===== src/hdl/herl_pkg.sv =====
// ----------------------------------------------------------------------------
// herl_pkg
// Types, register indexes, event codes and effect tables of the haptic event
// rate limiter.
// ----------------------------------------------------------------------------
package herl_pkg;

	localparam int CFG_IDX_W  = 3;
	localparam int CFG_DATA_W = 20;
	localparam int ELAPSED_W  = 32;
	localparam int DELTA_W    = 24;
	localparam int GAP_W      = 20;
	localparam int SCALE_W    = 16;
	localparam int EV_W       = 4;
	localparam int DUR_W      = 17;
	localparam int Q_W        = 16;
	localparam int AMP_W      = 22;
	localparam int CAPS_W     = 4;

	localparam logic [CFG_IDX_W-1:0] REG_ENABLE          = 3'd0;
	localparam logic [CFG_IDX_W-1:0] REG_USER_STRENGTH   = 3'd1;
	localparam logic [CFG_IDX_W-1:0] REG_MIN_GAP_US      = 3'd2;
	localparam logic [CFG_IDX_W-1:0] REG_FREQUENT_SCALE  = 3'd3;
	localparam logic [CFG_IDX_W-1:0] REG_HEARTBEAT_SCALE = 3'd4;
	localparam logic [CFG_IDX_W-1:0] REG_DEVICE_CAPS     = 3'd5;

	localparam int CAP_VIBRATOR    = 0;
	localparam int CAP_AMPLITUDE   = 1;
	localparam int CAP_COMPOSITION = 2;
	localparam int CAP_ENVELOPE    = 3;

	localparam logic [SCALE_W-1:0]   SCALE_UNITY     = 16'd16384;
	localparam logic [CAPS_W-1:0]    CAPS_RESET      = 4'd1;
	localparam logic [ELAPSED_W-1:0] ELAPSED_RESET   = 32'd999000000;
	localparam logic [Q_W-1:0]       Q_FULL          = 16'hFFFF;

	localparam logic [EV_W-1:0] EV_UI_CONFIRM      = 4'd0;
	localparam logic [EV_W-1:0] EV_UI_ERROR        = 4'd1;
	localparam logic [EV_W-1:0] EV_FIRE_LIGHT      = 4'd2;
	localparam logic [EV_W-1:0] EV_FIRE_HEAVY      = 4'd3;
	localparam logic [EV_W-1:0] EV_RELOAD_INSERT   = 4'd4;
	localparam logic [EV_W-1:0] EV_RELOAD_COMPLETE = 4'd5;
	localparam logic [EV_W-1:0] EV_PLAYER_HIT      = 4'd6;
	localparam logic [EV_W-1:0] EV_GRAB            = 4'd7;
	localparam logic [EV_W-1:0] EV_EXPLOSION_NEAR  = 4'd8;
	localparam logic [EV_W-1:0] EV_SLIDE           = 4'd9;
	localparam logic [EV_W-1:0] EV_MANTLE          = 4'd10;
	localparam logic [EV_W-1:0] EV_HEARTBEAT       = 4'd11;
	localparam logic [EV_W-1:0] EV_STINGER         = 4'd12;

	typedef enum logic [2:0] {
		ST_IDLE,
		ST_CHECK,
		ST_ISSUE,
		ST_MUL,
		ST_OUT
	} state_t;

	typedef struct packed {
		logic               start;
		logic [AMP_W-1:0]   a;
		logic [SCALE_W-1:0] b;
	} mul_ctl_t;

	typedef struct packed {
		logic busy;
		logic done;
	} mul_sts_t;

	function automatic logic is_frequent(input logic [EV_W-1:0] ev);
		return (ev == EV_FIRE_LIGHT) || (ev == EV_FIRE_HEAVY) ||
			(ev == EV_RELOAD_INSERT) || (ev == EV_HEARTBEAT);
	endfunction

	function automatic logic [Q_W-1:0] amp_lut(input logic [EV_W-1:0] ev);
		logic [Q_W-1:0] v;
		unique case (ev)
			EV_UI_CONFIRM:      v = 16'd11796;
			EV_UI_ERROR:        v = 16'd18350;
			EV_FIRE_LIGHT:      v = 16'd15729;
			EV_FIRE_HEAVY:      v = 16'd30147;
			EV_RELOAD_INSERT:   v = 16'd10486;
			EV_RELOAD_COMPLETE: v = 16'd16384;
			EV_PLAYER_HIT:      v = 16'd38011;
			EV_GRAB:            v = 16'd47186;
			EV_EXPLOSION_NEAR:  v = 16'd55706;
			EV_SLIDE:           v = 16'd20972;
			EV_MANTLE:          v = 16'd14418;
			EV_HEARTBEAT:       v = 16'd19661;
			EV_STINGER:         v = 16'd34079;
			default:            v = 16'd13107;
		endcase
		return v;
	endfunction

	function automatic logic [DUR_W-1:0] dur_lut(input logic [EV_W-1:0] ev);
		logic [DUR_W-1:0] v;
		unique case (ev)
			EV_UI_CONFIRM:      v = 17'd12000;
			EV_UI_ERROR:        v = 17'd20000;
			EV_FIRE_LIGHT:      v = 17'd12000;
			EV_FIRE_HEAVY:      v = 17'd20000;
			EV_RELOAD_INSERT:   v = 17'd10000;
			EV_RELOAD_COMPLETE: v = 17'd16000;
			EV_PLAYER_HIT:      v = 17'd30000;
			EV_GRAB:            v = 17'd60000;
			EV_EXPLOSION_NEAR:  v = 17'd75000;
			EV_SLIDE:           v = 17'd22000;
			EV_MANTLE:          v = 17'd16000;
			EV_HEARTBEAT:       v = 17'd30000;
			EV_STINGER:         v = 17'd40000;
			default:            v = 17'd16000;
		endcase
		return v;
	endfunction

	function automatic logic [Q_W-1:0] sharp_lut(input logic [EV_W-1:0] ev);
		logic [Q_W-1:0] v;
		unique case (ev)
			EV_UI_CONFIRM:      v = 16'd58982;
			EV_UI_ERROR:        v = 16'd47186;
			EV_FIRE_LIGHT:      v = 16'd53740;
			EV_FIRE_HEAVY:      v = 16'd45875;
			EV_RELOAD_INSERT:   v = 16'd57672;
			EV_RELOAD_COMPLETE: v = 16'd52429;
			EV_PLAYER_HIT:      v = 16'd36045;
			EV_GRAB:            v = 16'd23593;
			EV_EXPLOSION_NEAR:  v = 16'd13107;
			EV_SLIDE:           v = 16'd31457;
			EV_MANTLE:          v = 16'd44564;
			EV_HEARTBEAT:       v = 16'd18350;
			EV_STINGER:         v = 16'd34079;
			default:            v = 16'd39322;
		endcase
		return v;
	endfunction

endpackage


===== src/hdl/herl_if.sv =====
// ----------------------------------------------------------------------------
// herl request and response channels
// Valid/ready channels carrying a haptic request and its playback decision.
// ----------------------------------------------------------------------------
interface herl_req_if import herl_pkg::*; ();
	logic               valid;
	logic               ready;
	logic [EV_W-1:0]    event_code;
	logic [DELTA_W-1:0] delta_us;

	modport source (output valid, event_code, delta_us, input ready);
	modport sink (input valid, event_code, delta_us, output ready);
endinterface

interface herl_rsp_if import herl_pkg::*; ();
	logic             valid;
	logic             ready;
	logic [EV_W-1:0]  event_echo;
	logic             play;
	logic [Q_W-1:0]   amplitude;
	logic [DUR_W-1:0] duration_us;
	logic [Q_W-1:0]   sharpness;
	logic             prefer_composition;
	logic             prefer_envelope;

	modport source (output valid, event_echo, play, amplitude, duration_us, sharpness,
		prefer_composition, prefer_envelope, input ready);
	modport sink (input valid, event_echo, play, amplitude, duration_us, sharpness,
		prefer_composition, prefer_envelope, output ready);
endinterface


===== src/hdl/herl_serial_mul.sv =====
// ----------------------------------------------------------------------------
// herl_serial_mul
// Bit-serial shift-add multiplier, one scale bit per cycle, MSB first.
// Result is a times the Q2.14 scale b, truncated to the width of a.
// ----------------------------------------------------------------------------
module herl_serial_mul import herl_pkg::*; (
	input  logic             clk,
	input  logic             arst_n,
	input  mul_ctl_t         ctl,
	output mul_sts_t         sts,
	output logic [AMP_W-1:0] p
);

	localparam int ACC_W = AMP_W + SCALE_W;
	localparam int CNT_W = $clog2(SCALE_W + 1);

	logic [ACC_W-1:0]   acc_q;
	logic [AMP_W-1:0]   a_q;
	logic [SCALE_W-1:0] b_q;
	logic [CNT_W-1:0]   cnt_q;
	logic               done_q;

	always_ff @(posedge clk or negedge arst_n) begin
		if (!arst_n) begin
			cnt_q  <= '0;
			done_q <= 1'b0;
		end else begin
			done_q <= 1'b0;
			if (ctl.start) begin
				cnt_q <= CNT_W'(SCALE_W);
			end else if (cnt_q != '0) begin
				cnt_q <= cnt_q - 1'b1;
				if (cnt_q == CNT_W'(1))
					done_q <= 1'b1;
			end
		end
	end

	always_ff @(posedge clk) begin
		if (ctl.start) begin
			acc_q <= '0;
			a_q   <= ctl.a;
			b_q   <= ctl.b;
		end else if (cnt_q != '0) begin
			acc_q <= {acc_q[ACC_W-2:0], 1'b0} + (b_q[SCALE_W-1] ? ACC_W'(a_q) : '0);
			b_q   <= {b_q[SCALE_W-2:0], 1'b0};
		end
	end

	assign sts.busy = (cnt_q != '0);
	assign sts.done = done_q;
	assign p        = acc_q[AMP_W+13:14];

	a_done_cnt: assert property (@(posedge clk) disable iff (!arst_n)
		done_q |-> (cnt_q == '0)) else $error("multiplier done with bits left");

endmodule


===== src/hdl/herl_gap_timer.sv =====
// ----------------------------------------------------------------------------
// herl_gap_timer
// Saturating elapsed-time register and minimum-gap check.
// ----------------------------------------------------------------------------
module herl_gap_timer import herl_pkg::*; #(
	parameter int MAX_DELTA_US    = 1000000,
	parameter int FREQUENT_GAP_US = 30000
) (
	input  logic               clk,
	input  logic               arst_n,
	input  logic               accept,
	input  logic [DELTA_W-1:0] delta_us,
	input  logic               clear,
	input  logic               freq,
	input  logic [GAP_W-1:0]   min_gap_us,
	output logic               gap_ok
);

	localparam logic [DELTA_W-1:0] MAX_D  = DELTA_W'(MAX_DELTA_US);
	localparam logic [GAP_W-1:0]   FREQ_G = GAP_W'(FREQUENT_GAP_US);

	logic [ELAPSED_W-1:0] elapsed_q;
	logic [DELTA_W-1:0]   delta_c;
	logic [ELAPSED_W:0]   sum;
	logic [GAP_W-1:0]     gap;

	assign delta_c = (delta_us > MAX_D) ? MAX_D : delta_us;
	assign sum     = {1'b0, elapsed_q} + (ELAPSED_W + 1)'(delta_c);

	always_ff @(posedge clk or negedge arst_n) begin
		if (!arst_n) begin
			elapsed_q <= ELAPSED_RESET;
		end else if (accept) begin
			elapsed_q <= sum[ELAPSED_W] ? '1 : sum[ELAPSED_W-1:0];
		end else if (clear) begin
			elapsed_q <= '0;
		end
	end

	assign gap    = (freq && (min_gap_us < FREQ_G)) ? FREQ_G : min_gap_us;
	assign gap_ok = (elapsed_q >= ELAPSED_W'(gap));

	a_clear: assert property (@(posedge clk) disable iff (!arst_n)
		(clear && !accept) |=> (elapsed_q == '0)) else $error("elapsed time not cleared");

endmodule


===== src/hdl/haptic_event_rate_limiter.sv =====
// ----------------------------------------------------------------------------
// haptic_event_rate_limiter
// Drops or plays haptic requests and computes the scaled effect parameters.
// ----------------------------------------------------------------------------
// One request is taken at a time and yields one response. A dropped request
// passes from acceptance through the check and output states. A played one
// runs the amplitude through the serial multiplier once per applicable gain
// (user strength always, frequent and heartbeat gains as the event requires),
// an issue and a multiply state a pass, before the output state. The response
// sits in an output register, so the next request is accepted while it waits.
// ----------------------------------------------------------------------------
module haptic_event_rate_limiter import herl_pkg::*; #(
	parameter int MAX_DELTA_US    = 1000000,
	parameter int FREQUENT_GAP_US = 30000
) (
	input  logic                  clk,
	input  logic                  arst_n,
	input  logic                  cfg_we,
	input  logic [CFG_IDX_W-1:0]  cfg_index,
	input  logic [CFG_DATA_W-1:0] cfg_wdata,
	herl_req_if.sink              req,
	herl_rsp_if.source            rsp
);

	state_t state_q, state_d;

	logic               enable_q;
	logic [SCALE_W-1:0] user_strength_q;
	logic [GAP_W-1:0]   min_gap_us_q;
	logic [SCALE_W-1:0] frequent_scale_q;
	logic [SCALE_W-1:0] heartbeat_scale_q;
	logic [CAPS_W-1:0]  device_caps_q;

	logic [EV_W-1:0]  ev_q;
	logic             play_q;
	logic [AMP_W-1:0] s_q;
	logic [2:0]       rem_q;

	logic             rsp_valid_q;
	logic [EV_W-1:0]  echo_q;
	logic             play_out_q;
	logic [Q_W-1:0]   amp_out_q;
	logic [DUR_W-1:0] dur_out_q;
	logic [Q_W-1:0]   sharp_out_q;
	logic             comp_out_q;
	logic             env_out_q;

	logic             accept;
	logic             freq;
	logic             gap_ok;
	logic             play_now;
	logic             tmr_clear;
	logic             out_free;
	logic             out_load;
	logic             req_ready;
	mul_ctl_t         mul_ctl;
	mul_sts_t         mul_sts;
	logic [AMP_W-1:0] mul_p;
	logic [Q_W-1:0]   amp_sat;
	logic [Q_W-1:0]   amp_fin;

	always_ff @(posedge clk or negedge arst_n) begin
		if (!arst_n) begin
			enable_q          <= 1'b1;
			user_strength_q   <= SCALE_UNITY;
			min_gap_us_q      <= '0;
			frequent_scale_q  <= SCALE_UNITY;
			heartbeat_scale_q <= SCALE_UNITY;
			device_caps_q     <= CAPS_RESET;
		end else if (cfg_we) begin
			unique case (cfg_index)
				REG_ENABLE:          enable_q          <= cfg_wdata[0];
				REG_USER_STRENGTH:   user_strength_q   <= cfg_wdata[SCALE_W-1:0];
				REG_MIN_GAP_US:      min_gap_us_q      <= cfg_wdata[GAP_W-1:0];
				REG_FREQUENT_SCALE:  frequent_scale_q  <= cfg_wdata[SCALE_W-1:0];
				REG_HEARTBEAT_SCALE: heartbeat_scale_q <= cfg_wdata[SCALE_W-1:0];
				REG_DEVICE_CAPS:     device_caps_q     <= cfg_wdata[CAPS_W-1:0];
				default: ;
			endcase
		end
	end

	assign accept   = req.valid && req_ready;
	assign freq     = is_frequent(ev_q);
	assign play_now = enable_q && device_caps_q[CAP_VIBRATOR] &&
		(user_strength_q != '0) && gap_ok;
	assign out_free = !rsp_valid_q || rsp.ready;

	herl_gap_timer #(
		.MAX_DELTA_US    (MAX_DELTA_US),
		.FREQUENT_GAP_US (FREQUENT_GAP_US)
	) u_timer (
		.clk        (clk),
		.arst_n     (arst_n),
		.accept     (accept),
		.delta_us   (req.delta_us),
		.clear      (tmr_clear),
		.freq       (freq),
		.min_gap_us (min_gap_us_q),
		.gap_ok     (gap_ok)
	);

	herl_serial_mul u_mul (
		.clk    (clk),
		.arst_n (arst_n),
		.ctl    (mul_ctl),
		.sts    (mul_sts),
		.p      (mul_p)
	);

	always_comb begin
		state_d = state_q;
		unique case (state_q)
			ST_IDLE:  if (accept) state_d = ST_CHECK;
			ST_CHECK: state_d = play_now ? ST_ISSUE : ST_OUT;
			ST_ISSUE: state_d = ST_MUL;
			ST_MUL: begin
				if (mul_sts.done)
					state_d = (rem_q != '0) ? ST_ISSUE : ST_OUT;
			end
			ST_OUT:   if (out_free) state_d = ST_IDLE;
			default:  state_d = ST_IDLE;
		endcase
	end

	always_comb begin
		req_ready     = (state_q == ST_IDLE);
		tmr_clear     = (state_q == ST_CHECK) && play_now;
		out_load      = (state_q == ST_OUT) && out_free;
		mul_ctl.start = (state_q == ST_ISSUE);
		mul_ctl.a     = s_q;
		priority if (rem_q[0])
			mul_ctl.b = frequent_scale_q;
		else if (rem_q[1])
			mul_ctl.b = heartbeat_scale_q;
		else
			mul_ctl.b = user_strength_q;
	end

	always_ff @(posedge clk or negedge arst_n) begin
		if (!arst_n) begin
			state_q     <= ST_IDLE;
			rsp_valid_q <= 1'b0;
		end else begin
			state_q <= state_d;
			if (out_load)
				rsp_valid_q <= 1'b1;
			else if (rsp.ready)
				rsp_valid_q <= 1'b0;
		end
	end

	always_ff @(posedge clk) begin
		if (accept)
			ev_q <= req.event_code;
		if (state_q == ST_CHECK) begin
			play_q <= play_now;
			s_q    <= AMP_W'(amp_lut(ev_q));
			rem_q  <= {1'b1, ev_q == EV_HEARTBEAT, freq};
		end
		if (state_q == ST_ISSUE)
			rem_q <= rem_q & (rem_q - 3'd1);
		if ((state_q == ST_MUL) && mul_sts.done)
			s_q <= mul_p;
	end

	assign amp_sat = (s_q > AMP_W'(Q_FULL)) ? Q_FULL : s_q[Q_W-1:0];
	assign amp_fin = device_caps_q[CAP_AMPLITUDE] ? amp_sat :
		((s_q != '0) ? Q_FULL : '0);

	always_ff @(posedge clk) begin
		if (out_load) begin
			echo_q     <= ev_q;
			play_out_q <= play_q;
			if (play_q) begin
				amp_out_q   <= amp_fin;
				dur_out_q   <= dur_lut(ev_q);
				sharp_out_q <= sharp_lut(ev_q);
				comp_out_q  <= device_caps_q[CAP_COMPOSITION] && ((ev_q == EV_GRAB) ||
					(ev_q == EV_EXPLOSION_NEAR) || (ev_q == EV_STINGER));
				env_out_q   <= device_caps_q[CAP_ENVELOPE] &&
					((ev_q == EV_GRAB) || (ev_q == EV_EXPLOSION_NEAR));
			end else begin
				amp_out_q   <= '0;
				dur_out_q   <= '0;
				sharp_out_q <= '0;
				comp_out_q  <= 1'b0;
				env_out_q   <= 1'b0;
			end
		end
	end

	assign req.ready              = req_ready;
	assign rsp.valid              = rsp_valid_q;
	assign rsp.event_echo         = echo_q;
	assign rsp.play               = play_out_q;
	assign rsp.amplitude          = amp_out_q;
	assign rsp.duration_us        = dur_out_q;
	assign rsp.sharpness          = sharp_out_q;
	assign rsp.prefer_composition = comp_out_q;
	assign rsp.prefer_envelope    = env_out_q;

	a_drop_zero: assert property (@(posedge clk) disable iff (!arst_n)
		(rsp_valid_q && !play_out_q) |-> ((amp_out_q == '0) && (dur_out_q == '0) &&
		(sharp_out_q == '0) && !comp_out_q && !env_out_q))
		else $error("dropped request carries effect data");

	a_mul_done_state: assert property (@(posedge clk) disable iff (!arst_n)
		mul_sts.done |-> (state_q == ST_MUL)) else $error("multiplier result unclaimed");

	a_mul_idle_start: assert property (@(posedge clk) disable iff (!arst_n)
		mul_ctl.start |-> !mul_sts.busy) else $error("multiplier restarted while busy");

endmodule

===== src/flat_wrapper.sv =====
// flat-port wrapper written by rule: the top's interface ports become plain ports
module haptic_event_rate_limiter_flat import herl_pkg::*;
#(
	parameter int MAX_DELTA_US    = 1000000,
	parameter int FREQUENT_GAP_US = 30000
)
  (clk, arst_n, cfg_we, cfg_index, cfg_wdata, req_valid, req_event_code, req_delta_us, req_ready, rsp_valid, rsp_event_echo, rsp_play, rsp_amplitude, rsp_duration_us, rsp_sharpness, rsp_prefer_composition, rsp_prefer_envelope, rsp_ready);
  herl_req_if req_i ();
  herl_rsp_if rsp_i ();
  input  logic clk;
  input  logic arst_n;
  input  logic cfg_we;
  input  logic [CFG_IDX_W-1:0] cfg_index;
  input  logic [CFG_DATA_W-1:0] cfg_wdata;
  input wire logic [$bits(req_i.valid)-1:0] req_valid;
  input wire logic [$bits(req_i.event_code)-1:0] req_event_code;
  input wire logic [$bits(req_i.delta_us)-1:0] req_delta_us;
  output wire logic [$bits(req_i.ready)-1:0] req_ready;
  output wire logic [$bits(rsp_i.valid)-1:0] rsp_valid;
  output wire logic [$bits(rsp_i.event_echo)-1:0] rsp_event_echo;
  output wire logic [$bits(rsp_i.play)-1:0] rsp_play;
  output wire logic [$bits(rsp_i.amplitude)-1:0] rsp_amplitude;
  output wire logic [$bits(rsp_i.duration_us)-1:0] rsp_duration_us;
  output wire logic [$bits(rsp_i.sharpness)-1:0] rsp_sharpness;
  output wire logic [$bits(rsp_i.prefer_composition)-1:0] rsp_prefer_composition;
  output wire logic [$bits(rsp_i.prefer_envelope)-1:0] rsp_prefer_envelope;
  input wire logic [$bits(rsp_i.ready)-1:0] rsp_ready;
  assign req_i.valid = req_valid;
  assign req_i.event_code = req_event_code;
  assign req_i.delta_us = req_delta_us;
  assign req_ready = req_i.ready;
  assign rsp_valid = rsp_i.valid;
  assign rsp_event_echo = rsp_i.event_echo;
  assign rsp_play = rsp_i.play;
  assign rsp_amplitude = rsp_i.amplitude;
  assign rsp_duration_us = rsp_i.duration_us;
  assign rsp_sharpness = rsp_i.sharpness;
  assign rsp_prefer_composition = rsp_i.prefer_composition;
  assign rsp_prefer_envelope = rsp_i.prefer_envelope;
  assign rsp_i.ready = rsp_ready;
  haptic_event_rate_limiter #(.MAX_DELTA_US(MAX_DELTA_US), .FREQUENT_GAP_US(FREQUENT_GAP_US)) u_core (.clk(clk), .arst_n(arst_n), .cfg_we(cfg_we), .cfg_index(cfg_index), .cfg_wdata(cfg_wdata), .req(req_i), .rsp(rsp_i));
endmodule

===== config.mk =====
export PLATFORM = sky130hd
export DESIGN_NAME = haptic_event_rate_limiter_flat
export DESIGN_NICKNAME = d
export VERILOG_FILES = /design/src/hdl/herl_pkg.sv /design/src/hdl/herl_if.sv /design/src/hdl/herl_serial_mul.sv /design/src/hdl/herl_gap_timer.sv /design/src/hdl/haptic_event_rate_limiter.sv /design/src/flat_wrapper.sv
export SDC_FILE = /design/constraint.sdc
export NUM_CORES = 1
export LEC_CHECK = 0
export ABC_AREA = 1
export BUFFER_PORTS_ARGS = -buffer_cell sky130_fd_sc_hd__clkbuf_2
export CAP_MARGIN = 20
export CORE_MARGIN = 3
export CORE_UTILIZATION = 40
export CTS_CLUSTER_DIAMETER = 200
export DETAILED_ROUTE_END_ITERATION = 10
export PLACE_DENSITY = 0.6
export SLEW_MARGIN = 30
export SYNTH_ARGS = -nofsm -noshare
export SYNTH_HDL_FRONTEND = slang
export SYNTH_SLANG_ARGS = --single-unit
export TNS_END_PERCENT = 20

===== constraint.sdc =====
create_clock -name clk -period 4.8 [get_ports clk]
set_input_delay 0.96 -clock clk [delete_from_list [all_inputs] [get_ports clk]]
set_output_delay 0.96 -clock clk [all_outputs]
set_load 0.05 [all_outputs]

==> metrics.cfg <==
[die]
pin_count = 114
die_area_um2 = 42700
die_h_um = 207
design.core.area_um2 = 39200
initial_core_util_pct = 41.1
die_x_um = 207
rows = 72

[synth]
syn_inst = 2022
synth_area_um2 = 16100
synth_xor_area_share_pct = 1.52
ys_async_sr_fraction_pct = 40.1
ys_seq_area_share_pct = 46.8
synth_enable_flop_cells = 120
synth_fa_ha_area_share_pct = 6.46
synth_top_family_by_area = simple AND/OR/NAND/NOR gates
ys_types = 56
synth_compound_area_share_pct = 13.6
synthSimpleGateAreaFrac_pct = 23.7
synthMuxAreaShare_pct = 0.419
yosysWarnings = 0
postSynthAreaPerCell_um2 = 7.97
ys_seq_elements = 287
synth-main-ff-cell = edfxtp_1

[timing]
min_period_ns = 4.17
fmax_mhz = 240
drv_slew = 0
hold_violations = 0
fin_setup_tns_ns = 0
min_period_over_period_pct = 86.9
worst_slew_pin_slew_ns = 0.903
setup_ws_ns = 0.631
rsz0062_at_grt = no
skew_ns = 0.0355
setup_viol = 0
max_slew_margin_pct = 39.7

[drt]
viasPerCell = 5.15
drtIter0Drc = 846
ant_nets = 0
wl_per_cell_um = 16.0
wl_mm = 42.5
num_vias = 13700
drt_first_pass_iters = 5
drc_errors = 0

[placed_design]
dp_slack_ns = 0.464
io_buffers = 110
placed_area_um2 = 17100
dp_hpwl_mm = 31.7
gp_congestion = 0.934

[layout]
diodes = 0
areaGrowthSynthToFinish_pct = 12.6
nets = 2250
stdcell_area_um2 = 18200
drive_gt1_share_pct = 11.1
utilization_pct = 46.3

[clocking]
cts_max_level = 1
cts_tree = yes
clockBufferDepth = 3
cts_sinks = 287
insertion_delay_ns = 0.59
cts_setup_buffers = 0
postCtsHoldBufs = 0
cts_buffers = 31
clkTransAtPathRegs_ns = 0.06
cts_root_buf = clkbuf_16

[global_routing]
grt_pass1_wl_mm = 68.7
antenna_found_initial = 0
grt.overflow.total = 0
grt_pass1_vias = 13200
grt.total_usage_pct = 20.0
grt_start_max_net_pins = 44

[worst_setup_path]
worst_setup_path_end_kind = register
r2r-end = u_core.u_timer.elapsed_q[11]
cp_data_arrival_time_ns = 4.61
criticalPathCategory = reg2reg
ff2ff_setup_slack_ns = 0.63
cp-start-kind = register
critPathMaxFanout = 33
cp.required_ns = 5.24
rr_startpoint = u_core.ev_q[0]
r2r_cells = 21

[pwr]
p_leak_nw = 8.58
p_per_area_nw_per_um2 = 304
ir_drop_uv = 269

[worst_hold_path]
hold_class = in2async

[status]
status = complete, no violations

[run]
maxCapViolCount = 0

-- worst max-delay path, stage by stage, from the launching register on --
cell      delay, ns
edfxtp_1       0.52
inv_1          0.27
ha_1           0.24
nor2_1         0.05
nor2_1         0.19
inv_1          0.09
o22ai_1        0.28
inv_1          0.15
nor3_1         0.15
nand2_1        0.19
inv_1          0.24
nor2_1         0.07
ha_1           0.28
nand2_1        0.10
nor4_1         0.28
nand2_1        0.08
nand2_1        0.06
nand2_1        0.04
nand2_1        0.12
nand3_4        0.34
nand3_1        0.18
nand2_1        0.07
-- final cells by class --
type	instances	area (µm²)
multi-input cells	1450	7440
clock inverters	25	243
repair buffers	119	641
fillers	3863	21000
flip-flops and latches	287	7550
well taps	518	648
inverters	223	842
clock buffers	33	793
-- Yosys cell counts, drive strengths merged (5+ instances only) --
cell / instances / area, µm²
nand4: 14 / 87.6
mux2: 6 / 67.6
dfrtp: 95 / 2380
nor2: 193 / 754
nor4: 16 / 115
buf: 28 / 196
nand3b: 5 / 37.5
dfstp: 20 / 526
o211ai: 7 / 52.6
clkbuf: 40 / 150
o21ai: 223 / 1150
nand2: 535 / 2030
a21o: 6 / 45.0
o22ai: 6 / 37.5
a31oi: 8 / 50.1
inv: 220 / 831
or2: 8 / 50.1
nor3: 24 / 130
a21oi: 140 / 708
edfxtp: 120 / 3600
ha: 80 / 1000
xor2: 24 / 210
nand3: 121 / 616
dfxtp: 52 / 1040
-- per-stage QoR --
| step | power (mW) | hold WS, ns | instances |
|---|---|---|---|
| finish | 5.51 | 0.382 | 2655 |
| global route | 5.74 | 0.411 | 2655 |
| CTS | 5.57 | 0.391 | 2654 |
| detailed placement | 3.13 | 0.435 | 2596 |
| global placement | 3.11 | 0.433 | 2596 |
| floorplan | 2.99 | 0.421 | 2028 |
-- cells by family after synthesis --
| group | count (synthesis) |
|---|---|
| xor+xnor | 28 |
| mux | 6 |
| compound gates | 410 |
| buf+inv | 291 |
| other cells | 1 |
| fa+ha+maj | 82 |
| flops | 287 |
| simple gates | 917 |
-- cells in the final DEF, fill, tap and decap left out, types with 7 or more instances in the layout --
cell,instances
nand2_1,528
o21ai_0,216
inv_1,213
nor2_1,184
a21oi_1,138
edfxtp_1,120
nand3_1,118
clkbuf_2,109
dfrtp_1,95
ha_1,80
dfxtp_1,52
clkbuf_16,31
xor2_1,24
nor3_1,22
dfstp_2,20
nor4_1,15
nand4_1,14
clkinv_2,9
buf_4,9
clkinv_1,8
a31oi_1,8
o211ai_1,7
conb_1,7
-- how the worst max path moves through the flow --
stage                                         to        startpoint
floorplan           u_core.u_timer.elapsed_q[11]  req_delta_us[20]
CTS                 u_core.u_timer.elapsed_q[21]    u_core.ev_q[0]
detailed placement   u_core.u_timer.elapsed_q[3]    u_core.ev_q[0]
finish              u_core.u_timer.elapsed_q[11]    u_core.ev_q[0]
global placement    u_core.u_timer.elapsed_q[14]  req_delta_us[20]
global route        u_core.u_timer.elapsed_q[11]    u_core.ev_q[0]
-- flip-flops by register name (all words and copies together), names as in the netlist, 20 cells and up, named ones only --
name                      count
u_core.min_gap_us_q          20
u_core.u_timer.elapsed_q     32
u_core.u_mul.a_q             22
u_core.s_q                   22
u_core.u_mul.acc_q           36
-- where the power goes --
part | switching (mW) | internal, mW | total, mW
combinational | 0.209 | 0.128 | 0.337
sequential | 0.0889 | 2.66 | 2.75
clock | 1.02 | 1.41 | 2.43
-- layer usage --
metal	up-vias	wire (µm)	global-route usage, %
met5	-	0	0
met4	0	1120	5.10
met3	75	1750	2.26
met2	338	19900	34.1
met1	6373	19700	27.2
li1	6888	-	-
-- timing repair --
action / in CTS / in global routing
setup endpoints to repair: 0 / 33
endpoints found under the hold margin: 0 / 0
gates resized for setup: 0 / 1
Note: power is estimated with default switching activity, not from simulation.
